### src/rtl/adrs_pkg.sv
`timescale 1ns / 1ps
// ----------------------------------------------------------------------------
// adrs_pkg
// Shared types, widths and the Q2.22 to PCM16 conversion for the
// downmix / resample block.
// ----------------------------------------------------------------------------
package adrs_pkg;

  localparam int SAMPLE_W  = 24;
  localparam int PCM_W     = 16;
  localparam int CH_W      = 4;
  localparam int RATE_W    = 18;
  localparam int CFG_IDX_W = 2;
  localparam int CFG_DAT_W = 18;

  // register indexes
  localparam logic [CFG_IDX_W-1:0] REG_CHANNEL_COUNT = 2'd0;
  localparam logic [CFG_IDX_W-1:0] REG_INPUT_RATE    = 2'd1;

  localparam logic [CH_W-1:0]   CH_RESET   = 4'd1;
  localparam logic [CH_W-1:0]   CH_AVERAGE = 4'd2;
  localparam logic [RATE_W-1:0] RATE_RESET = 18'd16000;

  localparam logic signed [SAMPLE_W:0] UNITY_Q22     = 25'sd4194304;
  localparam logic signed [SAMPLE_W:0] NEG_UNITY_Q22 = -25'sd4194304;
  localparam logic signed [40:0]       ROUND_Q22     = 41'sd4194303;

  typedef enum logic [1:0] {
    CMD_SAMPLE = 2'd0,
    CMD_BYPASS = 2'd1,
    CMD_RESET  = 2'd2
  } cmd_kind_t;

  typedef struct packed {
    cmd_kind_t                   kind;
    logic signed [SAMPLE_W-1:0]  mono;
  } cmd_t;

  typedef struct packed {
    logic              start;
    logic [RATE_W-1:0] rate;
  } rate_cfg_t;

  // clamp to +-1.0, scale by 32767, truncate toward zero
  function automatic logic signed [PCM_W-1:0] to_pcm(input logic signed [SAMPLE_W:0] v);
    logic signed [SAMPLE_W:0] c;
    logic signed [40:0]       p;
    c = v;
    if (v > UNITY_Q22) c = UNITY_Q22;
    if (v < NEG_UNITY_Q22) c = NEG_UNITY_Q22;
    p = (41'(c) <<< 15) - 41'(c);
    if (p < 0) p = p + ROUND_Q22;
    to_pcm = PCM_W'(p >>> 22);
  endfunction

endpackage

### src/rtl/adrs_if.sv
`timescale 1ns / 1ps
// ----------------------------------------------------------------------------
// adrs channel interfaces
// Frame request, PCM request and configuration write channels.
// ----------------------------------------------------------------------------
interface adrs_in_if;
  logic                                 valid;
  logic                                 ready;
  logic                                 action;
  logic signed [adrs_pkg::SAMPLE_W-1:0] first_sample;
  logic signed [adrs_pkg::SAMPLE_W-1:0] second_sample;
  modport source (output valid, action, first_sample, second_sample, input ready);
  modport sink   (input valid, action, first_sample, second_sample, output ready);
endinterface

interface adrs_out_if;
  logic                              valid;
  logic                              ready;
  logic signed [adrs_pkg::PCM_W-1:0] pcm_sample;
  logic                              last_of_run;
  modport source (output valid, pcm_sample, last_of_run, input ready);
  modport sink   (input valid, pcm_sample, last_of_run, output ready);
endinterface

interface adrs_cfg_if;
  logic                              valid;
  logic                              ready;
  logic [adrs_pkg::CFG_IDX_W-1:0]    index;
  logic [adrs_pkg::CFG_DAT_W-1:0]    data;
  modport source (output valid, index, data, input ready);
  modport sink   (input valid, index, data, output ready);
endinterface

### src/rtl/adrs_step_div.sv
`timescale 1ns / 1ps
// ----------------------------------------------------------------------------
// adrs_step_div
// Reciprocal-multiply step unit: step = round(rate * 2^F / target), clamped.
// One 16-bit digit of the reciprocal is folded in per cycle.
// ----------------------------------------------------------------------------
module adrs_step_div #(
  parameter int PHASE_FRACTION_BITS = 16,
  parameter int TARGET_RATE_HZ      = 16000
) (
  input  logic                              clk,
  input  logic                              rst,
  input  adrs_pkg::rate_cfg_t               rate_cfg,
  output logic                              busy,
  output logic [PHASE_FRACTION_BITS+3:0]    step
);
  localparam int F   = PHASE_FRACTION_BITS;
  localparam int NW  = adrs_pkg::RATE_W + F + 1;   // numerator width
  localparam int TW  = $clog2(TARGET_RATE_HZ);
  localparam int SH  = NW + TW;                    // reciprocal scale, exact below 2^NW
  localparam int DW  = 16;                         // reciprocal digit per cycle
  localparam int NCH = (NW + 2 + DW - 1) / DW;     // digits in the reciprocal
  localparam int MW  = NCH * DW;
  localparam int PW  = NW + MW;                    // full product width
  localparam int QW  = PW - SH;
  localparam int CW  = $clog2(NCH + 1);
  localparam logic [63:0]   RECIP_FULL = ((64'd1 << SH) + 64'(TARGET_RATE_HZ - 1))
                                         / 64'(TARGET_RATE_HZ);
  localparam logic [MW-1:0] RECIP   = MW'(RECIP_FULL);
  localparam logic [NW-1:0] HALF_T  = NW'(TARGET_RATE_HZ / 2);
  localparam logic [QW-1:0] Q_HALF  = QW'(1) << (F - 1);
  localparam logic [QW-1:0] Q_MAX   = (QW'(1) << (F + 4)) - QW'(1);

  logic             pending, running, fin;
  logic [CW-1:0]    cnt;
  logic [NW-1:0]    num;
  logic [MW-1:0]    digits;
  logic [PW-1:0]    acc;
  logic [NW+DW-1:0] part;
  logic [QW-1:0]    quo;

  assign busy = pending | running | fin;
  assign part = (NW+DW)'(num) * (NW+DW)'(digits[MW-1 -: DW]);
  assign quo  = acc[PW-1:SH];

  always_ff @(posedge clk) begin
    if (rst) begin
      pending <= 1'b1;
      running <= 1'b0;
      fin     <= 1'b0;
      cnt     <= '0;
    end else if (rate_cfg.start) begin
      pending <= 1'b1;
      running <= 1'b0;
      fin     <= 1'b0;
    end else if (pending) begin
      pending <= 1'b0;
      running <= 1'b1;
      cnt     <= CW'(NCH);
    end else if (running) begin
      cnt <= cnt - 1'b1;
      if (cnt == CW'(1)) begin
        running <= 1'b0;
        fin     <= 1'b1;
      end
    end else if (fin) begin
      fin <= 1'b0;
    end
  end

  // Horner over the reciprocal digits, top digit first
  always_ff @(posedge clk) begin
    if (pending) begin
      num    <= NW'({rate_cfg.rate, {F{1'b0}}}) + HALF_T;
      digits <= RECIP;
      acc    <= '0;
    end else if (running) begin
      digits <= {digits[MW-DW-1:0], {DW{1'b0}}};
      acc    <= {acc[PW-DW-1:0], {DW{1'b0}}} + PW'(part);
    end
    if (fin) begin
      if (quo < Q_HALF)      step <= Q_HALF[F+3:0];
      else if (quo > Q_MAX)  step <= Q_MAX[F+3:0];
      else                   step <= quo[F+3:0];
    end
  end

endmodule

### src/rtl/adrs_front.sv
`timescale 1ns / 1ps
// ----------------------------------------------------------------------------
// adrs_front
// Config registers, frame intake, mono downmix and command classification.
// ----------------------------------------------------------------------------
module adrs_front #(
  parameter int TARGET_RATE_HZ = 16000
) (
  input  logic                 clk,
  input  logic                 rst,
  adrs_cfg_if.sink             cfg,
  adrs_in_if.sink              frame,
  input  logic                 step_busy,
  input  logic                 q_full,
  output logic                 q_push,
  output adrs_pkg::cmd_t       q_cmd,
  output adrs_pkg::rate_cfg_t  rate_cfg
);
  logic [adrs_pkg::CH_W-1:0]   channel_count;
  logic [adrs_pkg::RATE_W-1:0] input_rate_hz;
  logic signed [adrs_pkg::SAMPLE_W:0] pair_sum;
  logic                        bypass;
  logic                        cfg_wr;

  assign cfg.ready = 1'b1;
  assign cfg_wr    = cfg.valid;

  always_ff @(posedge clk) begin
    if (rst) begin
      channel_count <= adrs_pkg::CH_RESET;
      input_rate_hz <= adrs_pkg::RATE_RESET;
    end else if (cfg_wr) begin
      case (cfg.index)
        adrs_pkg::REG_CHANNEL_COUNT: channel_count <= cfg.data[adrs_pkg::CH_W-1:0];
        adrs_pkg::REG_INPUT_RATE:    input_rate_hz <= cfg.data[adrs_pkg::RATE_W-1:0];
        default: ;
      endcase
    end
  end

  // a new rate restarts the step divider, which holds off frames until done
  assign rate_cfg.start = cfg_wr && (cfg.index == adrs_pkg::REG_INPUT_RATE);
  assign rate_cfg.rate  = input_rate_hz;

  assign frame.ready = !q_full && !step_busy && !cfg.valid;
  assign q_push      = frame.valid && frame.ready;

  assign pair_sum = (adrs_pkg::SAMPLE_W+1)'(frame.first_sample)
                  + (adrs_pkg::SAMPLE_W+1)'(frame.second_sample);
  assign bypass   = (input_rate_hz == '0)
                 || (input_rate_hz == adrs_pkg::RATE_W'(TARGET_RATE_HZ));

  always_comb begin
    if (channel_count == adrs_pkg::CH_AVERAGE)
      q_cmd.mono = adrs_pkg::SAMPLE_W'(pair_sum >>> 1);
    else
      q_cmd.mono = frame.first_sample;
    if (frame.action)  q_cmd.kind = adrs_pkg::CMD_RESET;
    else if (bypass)   q_cmd.kind = adrs_pkg::CMD_BYPASS;
    else               q_cmd.kind = adrs_pkg::CMD_SAMPLE;
  end

endmodule

### src/rtl/adrs_cmd_fifo.sv
`timescale 1ns / 1ps
// ----------------------------------------------------------------------------
// adrs_cmd_fifo
// Two-entry command queue between the front and back halves.
// ----------------------------------------------------------------------------
module adrs_cmd_fifo (
  input  logic            clk,
  input  logic            rst,
  input  logic            push,
  input  adrs_pkg::cmd_t  push_cmd,
  output logic            full,
  input  logic            pop,
  output logic            empty,
  output adrs_pkg::cmd_t  head
);
  adrs_pkg::cmd_t entry [2];
  logic           wr_ptr, rd_ptr;
  logic [1:0]     count;
  logic           do_push, do_pop;

  assign full    = count == 2'd2;
  assign empty   = count == 2'd0;
  assign head    = entry[rd_ptr];
  assign do_push = push && !full;
  assign do_pop  = pop && !empty;

  always_ff @(posedge clk) begin
    if (rst) begin
      wr_ptr <= 1'b0;
      rd_ptr <= 1'b0;
      count  <= 2'd0;
    end else begin
      if (do_push) wr_ptr <= ~wr_ptr;
      if (do_pop)  rd_ptr <= ~rd_ptr;
      if (do_push && !do_pop)      count <= count + 2'd1;
      else if (do_pop && !do_push) count <= count - 2'd1;
    end
  end

  always_ff @(posedge clk) begin
    if (do_push) entry[wr_ptr] <= push_cmd;
  end

endmodule

### src/rtl/adrs_back.sv
`timescale 1ns / 1ps
// ----------------------------------------------------------------------------
// adrs_back
// Resampler state, interpolation sequencer and PCM output register.
// ----------------------------------------------------------------------------
module adrs_back #(
  parameter int PHASE_FRACTION_BITS = 16
) (
  input  logic                           clk,
  input  logic                           rst,
  input  logic                           q_empty,
  input  adrs_pkg::cmd_t                 q_head,
  output logic                           q_pop,
  input  logic [PHASE_FRACTION_BITS+3:0] step,
  adrs_out_if.source                     pcm
);
  localparam int F  = PHASE_FRACTION_BITS;
  localparam int SW = adrs_pkg::SAMPLE_W;
  localparam int PW = SW + F + 2;
  localparam logic [F+4:0] PHASE_ONE = (F+5)'(1) << F;

  typedef enum logic [2:0] {
    ST_IDLE = 3'b001,
    ST_MUL  = 3'b010,
    ST_CONV = 3'b100
  } state_t;

  state_t                 state;
  logic signed [SW-1:0]   previous;
  logic                   have_previous;
  logic [F+3:0]           phase;
  logic signed [SW-1:0]   cur_mono;
  logic                   is_bypass;
  logic                   second;
  logic [F+4:0]           pos;
  logic signed [PW-1:0]   prod;
  logic signed [SW:0]     diff;
  logic signed [SW:0]     value;
  logic [F+4:0]           pos_next;
  logic [F+4:0]           phase_sub;
  logic                   more;
  logic                   out_free;
  logic                   out_load;

  assign q_pop     = (state == ST_IDLE) && !q_empty;
  assign diff      = (SW+1)'(cur_mono) - (SW+1)'(previous);
  assign pos_next  = pos + (F+5)'(step);
  assign phase_sub = pos_next - PHASE_ONE;
  assign more      = !is_bypass && !second && (pos_next < PHASE_ONE);
  assign out_free  = !pcm.valid || pcm.ready;
  assign out_load  = (state == ST_CONV) && out_free;
  assign value     = is_bypass ? (SW+1)'(cur_mono)
                               : (SW+1)'(previous) + (SW+1)'(prod >>> F);

  always_ff @(posedge clk) begin
    if (rst) begin
      state         <= ST_IDLE;
      previous      <= '0;
      have_previous <= 1'b0;
      phase         <= '0;
      pcm.valid     <= 1'b0;
    end else begin
      if (out_load)       pcm.valid <= 1'b1;
      else if (pcm.ready) pcm.valid <= 1'b0;
      case (state)
        ST_IDLE: begin
          if (!q_empty) begin
            case (q_head.kind)
              adrs_pkg::CMD_RESET: begin
                previous      <= '0;
                have_previous <= 1'b0;
                phase         <= '0;
              end
              adrs_pkg::CMD_BYPASS: begin
                state <= ST_CONV;
              end
              adrs_pkg::CMD_SAMPLE: begin
                if (!have_previous) begin
                  previous      <= q_head.mono;
                  have_previous <= 1'b1;
                end else if ({1'b0, phase} >= PHASE_ONE) begin
                  // phase already past this interval: no output
                  phase    <= phase - PHASE_ONE[F+3:0];
                  previous <= q_head.mono;
                end else begin
                  state <= ST_MUL;
                end
              end
              default: ;
            endcase
          end
        end
        ST_MUL: begin
          state <= ST_CONV;
        end
        ST_CONV: begin
          if (out_free) begin
            if (more) begin
              state <= ST_MUL;
            end else begin
              state <= ST_IDLE;
              if (!is_bypass) begin
                phase    <= (pos_next >= PHASE_ONE) ? phase_sub[F+3:0] : '0;
                previous <= cur_mono;
              end
            end
          end
        end
        default: state <= ST_IDLE;
      endcase
    end
  end

  // datapath registers
  always_ff @(posedge clk) begin
    if (state == ST_IDLE && !q_empty) begin
      cur_mono  <= q_head.mono;
      is_bypass <= q_head.kind == adrs_pkg::CMD_BYPASS;
      second    <= 1'b0;
      pos       <= {1'b0, phase};
    end
    if (state == ST_MUL) begin
      prod <= diff * $signed({1'b0, pos[F-1:0]});
    end
    if (state == ST_CONV && out_free) begin
      pcm.pcm_sample  <= adrs_pkg::to_pcm(value);
      pcm.last_of_run <= !more;
      if (more) begin
        second <= 1'b1;
        pos    <= pos_next;
      end
    end
  end

endmodule

### src/rtl/audio_downmix_resample_pcm16_top.sv
`timescale 1ns / 1ps
// ----------------------------------------------------------------------------
// audio_downmix_resample_pcm16_top
// Mono downmix, linear-interpolation resampler to TARGET_RATE_HZ, PCM16 out.
// ----------------------------------------------------------------------------
// Usage:
//  - frame: one request per capture frame (action 0) or a resampler clear
//    (action 1). Accepted when valid and ready are both high.
//  - pcm: zero, one or two PCM16 requests per frame; last_of_run marks the
//    final one of each frame. Held in an output register until taken.
//  - cfg: register writes, index 0 = channel_count, 1 = input_rate_hz.
//    Always ready. A rate write restarts the step unit, which holds frame.ready
//    low while it loads the rate, folds in the reciprocal digits and clamps.
// Flow:
//  - The front half takes a frame per cycle into a two-entry queue while
//    the queue has room, the step unit is idle and no cfg write is pending.
//  - The back half pops a command only in its idle state. A clear or a
//    first or skipped sample ends there, a bypassed sample is then converted,
//    and each interpolated output (one or two per frame) takes a multiply,
//    then a convert. The interpolation multiply and the PCM conversion set
//    the back-end cost of a frame; no new frame is popped until idle again.
// Reset (rst, synchronous): clears the resampler state, loads channel_count
//  1 and input_rate_hz 16000, and runs the step unit once.
// Stall: a held pcm request stops the back half; the queue then fills and
//  frame.ready drops. Nothing is dropped.
// ----------------------------------------------------------------------------
module audio_downmix_resample_pcm16_top #(
  parameter int PHASE_FRACTION_BITS = 16,
  parameter int TARGET_RATE_HZ      = 16000
) (
  input  logic       clk,
  input  logic       rst,
  adrs_cfg_if.sink   cfg,
  adrs_in_if.sink    frame,
  adrs_out_if.source pcm
);
  adrs_pkg::cmd_t                 push_cmd;
  adrs_pkg::cmd_t                 head;
  adrs_pkg::rate_cfg_t            rate_cfg;
  logic                           push, full, pop, empty;
  logic                           step_busy;
  logic [PHASE_FRACTION_BITS+3:0] step;

  // front half: config registers, downmix, classification
  adrs_front #(
    .TARGET_RATE_HZ (TARGET_RATE_HZ)
  ) u_front (
    .clk       (clk),
    .rst       (rst),
    .cfg       (cfg),
    .frame     (frame),
    .step_busy (step_busy),
    .q_full    (full),
    .q_push    (push),
    .q_cmd     (push_cmd),
    .rate_cfg  (rate_cfg)
  );

  // phase step from the capture rate, recomputed on every rate write
  adrs_step_div #(
    .PHASE_FRACTION_BITS (PHASE_FRACTION_BITS),
    .TARGET_RATE_HZ      (TARGET_RATE_HZ)
  ) u_step (
    .clk      (clk),
    .rst      (rst),
    .rate_cfg (rate_cfg),
    .busy     (step_busy),
    .step     (step)
  );

  // decouples intake from the output-bound back half
  adrs_cmd_fifo u_queue (
    .clk      (clk),
    .rst      (rst),
    .push     (push),
    .push_cmd (push_cmd),
    .full     (full),
    .pop      (pop),
    .empty    (empty),
    .head     (head)
  );

  // back half: interpolation and PCM output
  adrs_back #(
    .PHASE_FRACTION_BITS (PHASE_FRACTION_BITS)
  ) u_back (
    .clk     (clk),
    .rst     (rst),
    .q_empty (empty),
    .q_head  (head),
    .q_pop   (pop),
    .step    (step),
    .pcm     (pcm)
  );

endmodule
### src/flat_wrapper.sv
// flat-port wrapper written by rule: the top's interface ports become plain ports
module audio_downmix_resample_pcm16_top_flat 
#(
  parameter int PHASE_FRACTION_BITS = 16,
  parameter int TARGET_RATE_HZ      = 16000
)
  (clk, rst, cfg_valid, cfg_index, cfg_data, cfg_ready, frame_valid, frame_action, frame_first_sample, frame_second_sample, frame_ready, pcm_valid, pcm_pcm_sample, pcm_last_of_run, pcm_ready);
  adrs_cfg_if cfg_i ();
  adrs_in_if frame_i ();
  adrs_out_if pcm_i ();
  input  logic clk;
  input  logic rst;
  input wire logic [$bits(cfg_i.valid)-1:0] cfg_valid;
  input wire logic [$bits(cfg_i.index)-1:0] cfg_index;
  input wire logic [$bits(cfg_i.data)-1:0] cfg_data;
  output wire logic [$bits(cfg_i.ready)-1:0] cfg_ready;
  input wire logic [$bits(frame_i.valid)-1:0] frame_valid;
  input wire logic [$bits(frame_i.action)-1:0] frame_action;
  input wire logic [$bits(frame_i.first_sample)-1:0] frame_first_sample;
  input wire logic [$bits(frame_i.second_sample)-1:0] frame_second_sample;
  output wire logic [$bits(frame_i.ready)-1:0] frame_ready;
  output wire logic [$bits(pcm_i.valid)-1:0] pcm_valid;
  output wire logic [$bits(pcm_i.pcm_sample)-1:0] pcm_pcm_sample;
  output wire logic [$bits(pcm_i.last_of_run)-1:0] pcm_last_of_run;
  input wire logic [$bits(pcm_i.ready)-1:0] pcm_ready;
  assign cfg_i.valid = cfg_valid;
  assign cfg_i.index = cfg_index;
  assign cfg_i.data = cfg_data;
  assign cfg_ready = cfg_i.ready;
  assign frame_i.valid = frame_valid;
  assign frame_i.action = frame_action;
  assign frame_i.first_sample = frame_first_sample;
  assign frame_i.second_sample = frame_second_sample;
  assign frame_ready = frame_i.ready;
  assign pcm_valid = pcm_i.valid;
  assign pcm_pcm_sample = pcm_i.pcm_sample;
  assign pcm_last_of_run = pcm_i.last_of_run;
  assign pcm_i.ready = pcm_ready;
  audio_downmix_resample_pcm16_top #(.PHASE_FRACTION_BITS(PHASE_FRACTION_BITS), .TARGET_RATE_HZ(TARGET_RATE_HZ)) u_core (.clk(clk), .rst(rst), .cfg(cfg_i), .frame(frame_i), .pcm(pcm_i));
endmodule
### config.mk
export PLATFORM = sky130hd
export DESIGN_NAME = audio_downmix_resample_pcm16_top_flat
export DESIGN_NICKNAME = d
export VERILOG_FILES = /design/src/rtl/adrs_pkg.sv /design/src/rtl/adrs_if.sv /design/src/rtl/adrs_step_div.sv /design/src/rtl/adrs_front.sv /design/src/rtl/adrs_cmd_fifo.sv /design/src/rtl/adrs_back.sv /design/src/rtl/audio_downmix_resample_pcm16_top.sv /design/src/flat_wrapper.sv
export SDC_FILE = /design/constraint.sdc
export NUM_CORES = 2
export LEC_CHECK = 0
export BUFFER_PORTS_ARGS = -buffer_cell sky130_fd_sc_hd__buf_4
export CORE_MARGIN = 5
export CORE_UTILIZATION = 40
export DETAILED_ROUTE_END_ITERATION = 10
export PLACE_DENSITY = 0.53
export SYNTH_ARGS = -nofsm -noshare
export SYNTH_HDL_FRONTEND = slang
export SYNTH_SLANG_ARGS = --single-unit
### constraint.sdc
create_clock -name clk -period 15.3 [get_ports clk]
set_input_delay 1.53 -clock clk [delete_from_list [all_inputs] [get_ports clk]]
set_output_delay 1.53 -clock clk [all_outputs]
set_load 0.005 [all_outputs]
# Yosys cells after proc, flatten, opt, wreduce, memory -nomap -nowiden
# Memory sizes are Yosys's and may differ from the RTL's. A register that Yosys moved wholly into a read port is not among the register bits.
# Cells that the tools add are included.
word_totals:
  latchBits: 0
  input_bits: 74
  mem_bits_ro: 0
  output_inout_bits: 20
  mem_bits_rw: 52
  ff_bits: 359
  mem_count: 1
classes:
  eq_ne: 21
  shift: 0
  addsub: 13
  n_mul: 2
  n_bitwise: 7
  magnitude_cmp: 8
  mux: 56
  div: 0
  n_reduce_logical: 43
memory_table:
  columns: ["memory", "words", "width", "read_ports", "rd_ports_with_merged_regs", "write_ports", "line_no", "text"]
  rows:
  - ["u_core.u_queue.entry", 2, 26, 1, 1, 1, "adrs_cmd_fifo.sv:16", "adrs_pkg::cmd_t entry [2];"]
ops:
  columns: ["operator", "n"]
  rows:
  - ["$mux W24", 7]
  - ["$mux W20", 8]
  - ["$mux W25", 4]
  - ["$pmux W24 S2", 2]
  - ["$add A83 B51 Y83", 1]
  - ["$pmux W20 S2", 2]
  - ["$mux W21", 3]
  - ["$mul A35 B16 Y51", 1]
  - ["$lt A41 B1 Y1 const B", 1]
  - ["$mul A25 B17 Y41", 1]
  - ["$sub A40 B25 Y41", 1]
  - ["$sub A20 B17 Y20 const B", 2]
  - ["$add A38 B23 Y38 const B", 1]
  - ["$mux W38", 1]
  - ["$add A34 B13 Y35 const B", 1]
  - ["$gt A34 B20 Y1 const B", 1]
  - ["$lt A34 B16 Y1 const B", 1]
  - ["$add A24 B24 Y25", 1]
  - ["$add A24 B25 Y25", 1]
  - ["$gt A25 B24 Y1 const B", 1]
  - ["$lt A25 B23 Y1 const B", 1]
  - ["$sub A24 B24 Y25", 1]
  - ["$add A21 B20 Y21", 1]
  - ["$ge A21 B17 Y1 const B", 1]
  - ["other kinds (36)", 105]

# Longest topological paths before layout
logic_depth:
  depth_word: 11
  mapped_depth: 45
  ltp_nobuf: 44

# Modules after synthesis
# Synthesis repeated with hierarchy kept, for this count alone.
hier_totals:
  hier_cells: 5225
  area_unflattened_um2: 45964.1
by_module_without_submodules:
  columns: ["module", "area_per_inst_um2", "instances", "cells_each"]
  rows:
  - ["adrs_back", 25315.5, 1, 2976]
  - ["adrs_step_div", 16140.5, 1, 1805]
  - ["adrs_front", 2416.1, 1, 338]
  - ["adrs_cmd_fifo", 2092.0, 1, 106]

# Least setup slack after synthesis
# OpenSTA, ideal clock, no wires.
synth_path:
  kind: "reg2reg"
  start: "register u_core.u_back.cur_mono[0]"
  end: "register u_core.u_back.prod[40] (data pin)"
  n_path_buf: 1
  arrival_time_ns: 10.161
  path_stages_with_launch: 45
  path_slack_ns: 4.879
  required_time_ns: 15.040
  path_cell_list: "edfxtp_1 > inv_1 > ha_1 > inv_1 > fa_1 > a21o_1 > a21oi_1 > o21ai_0 > a21oi_1 > o21ai_0 > a21oi_1 > o21ai_0 > a21oi_1 > o21ai_0 > a21oi_1 > nor2b_1 > o31ai_1 > nand2b_1 > (+9 left out) > inv_1 > fa_1 > inv_1 > fa_1 > inv_1 > fa_1 > ha_1 > and2_1 > o21ai_0 > o21ai_0 > o41ai_1 > o21ai_0 > o41ai_1 > o211ai_1 > o41a_1 > a2111o_1 > a31oi_1 > xnor2_1"
synth_between:
  elab_chain_len: 2
synth_rtl:
  columns: ["element", "line_no", "text"]
  rows:
  - ["start, declared", "adrs_back.sv:32", "logic signed [SW-1:0] cur_mono;"]
  - ["start signal, assigned", "adrs_back.sv:117", "cur_mono <= q_head.mono;"]
  - ["$sub A24 B24 Y25", "adrs_back.sv:46", "assign diff = (SW+1)'(cur_mono) - (SW+1)'(previous);"]
  - ["$mul A25 B17 Y41", "adrs_back.sv:123", "prod <= diff * $signed({1'b0, pos[F-1:0]});"]
  - ["end signal, assigned", "adrs_back.sv:123", null]
  - ["end, declared", "adrs_back.sv:36", "logic signed [PW-1:0] prod;"]
# Every way passes these cells.
# A chain may end at the register's enable or synchronous reset.

# Worst setup path after layout
# Same ends and word-level chain as after synthesis.

==> results.md <==
* Iter 0 DRT Violations at between 1500 and 2000
* Commonest non-fill, non-tap cells in the layout: inv_1, fa_1, nand2_1
* Yosys warns at 0
* Area growth syn-to-layout at 8.675%
* Sink Count at 342
* Cell Rows at 122
* Req. time, crit path at 15.63 ns
* H-tree levels at 2
* Die Span Y at 342.3 um
* Finished Core Util at 43.56%
* Number of synthesized flops with an enable pin at 157
* Highest clock rate at between 0.08 and 0.09 GHz
* Largest net degree at the start of global routing at 80
* Max Slew Vio Count at 0
* Worst skew pair latency at ~0.60 ns
* Max Root-Sink Buffers at 3
* Die span in x at 342.3 um
* Most used DFF post-synth: dfxtp_1
* Post-Syn Area at 44180 um2
* CORE AREA at roughly 110000 um2
* CTS buffer count at 42
* Seq/Total Area, Yosys at 19.06%
* Clock transition at path regs at ~0.06 ns
* Non-Filler Instances at 6414
* Worst Tran Pin Value at 1.155 ns
* Layout Skew at ~0.033 ns
* Detailed-route wire length at 118.8 mm
* Cell variety after synth at 95
* Cells after synthesis at a little under 5000
* Vias in the first global route at 34381
* Relative slew slack at 22.28%
* Critical path arrival at 11.87 ns
* Final Hold Vio Count at 0
* Commonest non-fill, non-tap cell in the layout: inv_1
* Design Area, Final at 48010 um2
* Syn avg cell area at 9.064 um2
* IO Pins at 94
* TNS Setup at 0 ns
* Starting Density at 40.08%
* Slowest cell on crit path: o41ai_1
* RSZ-0062 raised after global routing: false
* PwrDens at ~130 nW/um2
* DRC at 0
* Post-DP HPWL at approximately 94 mm
* CP Max Fanout at 16
* P_leak at 0.02280 uW
* Post-DR wirelength/cell at 18.52 um
* Hold/Removal Path Class: reg -> reg
* Clock root buffer: clkbuf_16
* Final Setup Violations at 0
* Async SR Flop Fraction at 0%
* # port buffers at 92
* Avg Vias per Cell at 5.107
* Share of cells above drive strength 1 at 6.357%
* IR drop worst, VDD at 0.1198 mV
* Drt first pass iters at 5
* CP Launch Type: register
* Max-cap viol count at 0
* # resized after CTS at 0
* Remaining antenna violation count after routing at 0
* Post-CTS Hold Buffers at 0
* Status: complete, no violations
* Via count at 32755
* Net Count, Synth at about 6000
* CTS tree: built
* Worst Setup End Kind: register
* Post-synthesis register bit count at 342
* CP max stage delay at 0.57 ns
* Crit path top cell by count: fa_1
* Placer Congestion at 0.8688
* Placed Area at about 47000 um2
* DIE AREA at about 120000 um2
* Post-layout min period at 11.54 ns
* WS Path Type: reg -> reg
* Layout Nets at around 6000
* Placed Cells at 6335
* Total setup buffers inserted after CTS at 0
* Post-route clock period utilization at roughly 75%
* Congestion Overflow GR at 0
* Global-route wire length before repair at 193.2 mm
* GRT Util Overall at 20.75%
* Initial antenna violation count at 5
## where the power goes
| part | total (uW) | switching (uW) | leakage, uW | internal, uW |
|---|---|---|---|---|
| sequential | 1240 | 104 | 0.00295 | 1140 |
| combinational | 4110 | 2650 | 0.0191 | 1460 |
| clock | 1070 | 430 | 0.000719 | 637 |
| total | 6420 | 3190 | 0.0228 | 3230 |
## area by class of cell
type,instances,area (um2)
repair buffers,153,1149
clock inverters,19,230.2
fillers,11026,62200
flip-flops and latches,342,8427
inverters,969,3637
multi-input cells,3383,31470
well taps,1488,1862
clock buffers,58,1235
diodes,2,5.005
## critical path, delay by kind of cell, from the launching register on
kind            cells  cell delay, ns
xor+xnor            1            0.09
fa+ha+maj           9            3.95
simple gates        2            0.19
compound gates     22            5.89
flops               1            0.38
buf+inv             7            0.77
## flip-flops by register name, summed over array words and instances, names as in the netlist, 2 cells and up, named ones only
signal,flops
u_core.u_back.pos,21
u_core.u_front.channel_count,4
u_core.u_step.acc,77
u_core.u_step.digits,5
u_core.u_back.state,3
u_core.u_back.prod,25
u_core.u_queue.count,2
u_core.u_back.phase,20
u_core.u_step.step,20
u_core.u_queue.entry,52
u_core.u_step.num,18
u_core.u_front.input_rate_hz,18
u_core.u_step.cnt,2
u_core.u_back.pcm.pcm_sample,16
u_core.u_back.previous,24
u_core.u_back.cur_mono,24
## per-layer routing
layer	up-vias	GRT usage, %	part of all wire [%]
met5	-	0	0.023
met3	168	2.589	4.2
met1	16225	28.22	45
met2	632	34.95	48
met4	4	5.853	3.0
li1	15726	-	-
## logic make-up (layout without fill, tap and decap cells)
family,count (synthesis),count (layout),share of synthesized area [%]
compound gates,708,708,10.71
xor+xnor,193,193,3.843
fa+ha+maj,1018,1018,39.43
buf+inv,1149,1199,9.797
flops,342,342,19.06
mux,89,89,2.099
other cells,1,3,0.008489
simple gates,1374,1374,15.05
## cells in the mapped netlist (7+ instances only)
cell type / instances / share of area, %
and3_1: 54 / 0.76
nor2_1: 282 / 2.4
fa_1: 624 / 28
a311oi_1: 11 / 0.22
nor3_1: 47 / 0.53
ha_1: 393 / 11
o31a_1: 7 / 0.14
or3_1: 30 / 0.42
a21boi_0: 10 / 0.17
or2_2: 17 / 0.24
o22ai_1: 19 / 0.27
nand2_1: 504 / 4.3
o21bai_1: 13 / 0.22
a21o_1: 69 / 1.2
nand3b_1: 13 / 0.22
buf_1: 9 / 0.076
o21a_1: 15 / 0.25
mux2_2: 29 / 0.74
a31o_2: 10 / 0.20
xnor2_1: 120 / 2.4
o21ai_0: 135 / 1.5
a31oi_1: 27 / 0.38
a21oi_1: 173 / 2.0
xor2_1: 72 / 1.4
inv_1: 969 / 8.2
nand3_1: 60 / 0.68
a211oi_1: 103 / 1.8
mux2i_1: 60 / 1.4
o31ai_1: 19 / 0.32
and2_1: 197 / 2.8
nand2b_1: 31 / 0.44
o211ai_1: 9 / 0.15
edfxtp_1: 157 / 11
nor2b_1: 45 / 0.64
clkbuf_1: 161 / 1.4
nor4_1: 20 / 0.28
nor4b_1: 8 / 0.16
buf_2: 9 / 0.10
nor3b_1: 11 / 0.19
nand4_1: 25 / 0.35
dfxtp_1: 185 / 8.4
a211o_1: 10 / 0.20
## through the flow
step | hold slack, ns | total power [uW] | worst slack [ns]
finish | 0.4563 | 6420 | 3.757
global route | 0.4770 | 6951 | 2.984
CTS | 0.4577 | 6475 | 3.741
detailed placement | 0.4420 | 5362 | 3.789
global placement | 0.4333 | 5362 | 3.987
floorplan | 0.4273 | 4076 | 4.879
## worst paths after layout
path                                  startpoint                          endpoint  slack [ns]  cells after the start
max          u_core.u_back.cur_mono[0]$_DFFE_PP_  u_core.u_back.prod[40]$_DFFE_PN_        3.76                     41
max reg2reg  u_core.u_back.cur_mono[0]$_DFFE_PP_  u_core.u_back.prod[40]$_DFFE_PN_        3.76                     41
min                 u_core.u_back.second$_DFF_P_      u_core.u_back.second$_DFF_P_        0.46                      1
min reg2reg         u_core.u_back.second$_DFF_P_      u_core.u_back.second$_DFF_P_        0.46                      1
Power figures use the tool's default switching activity.
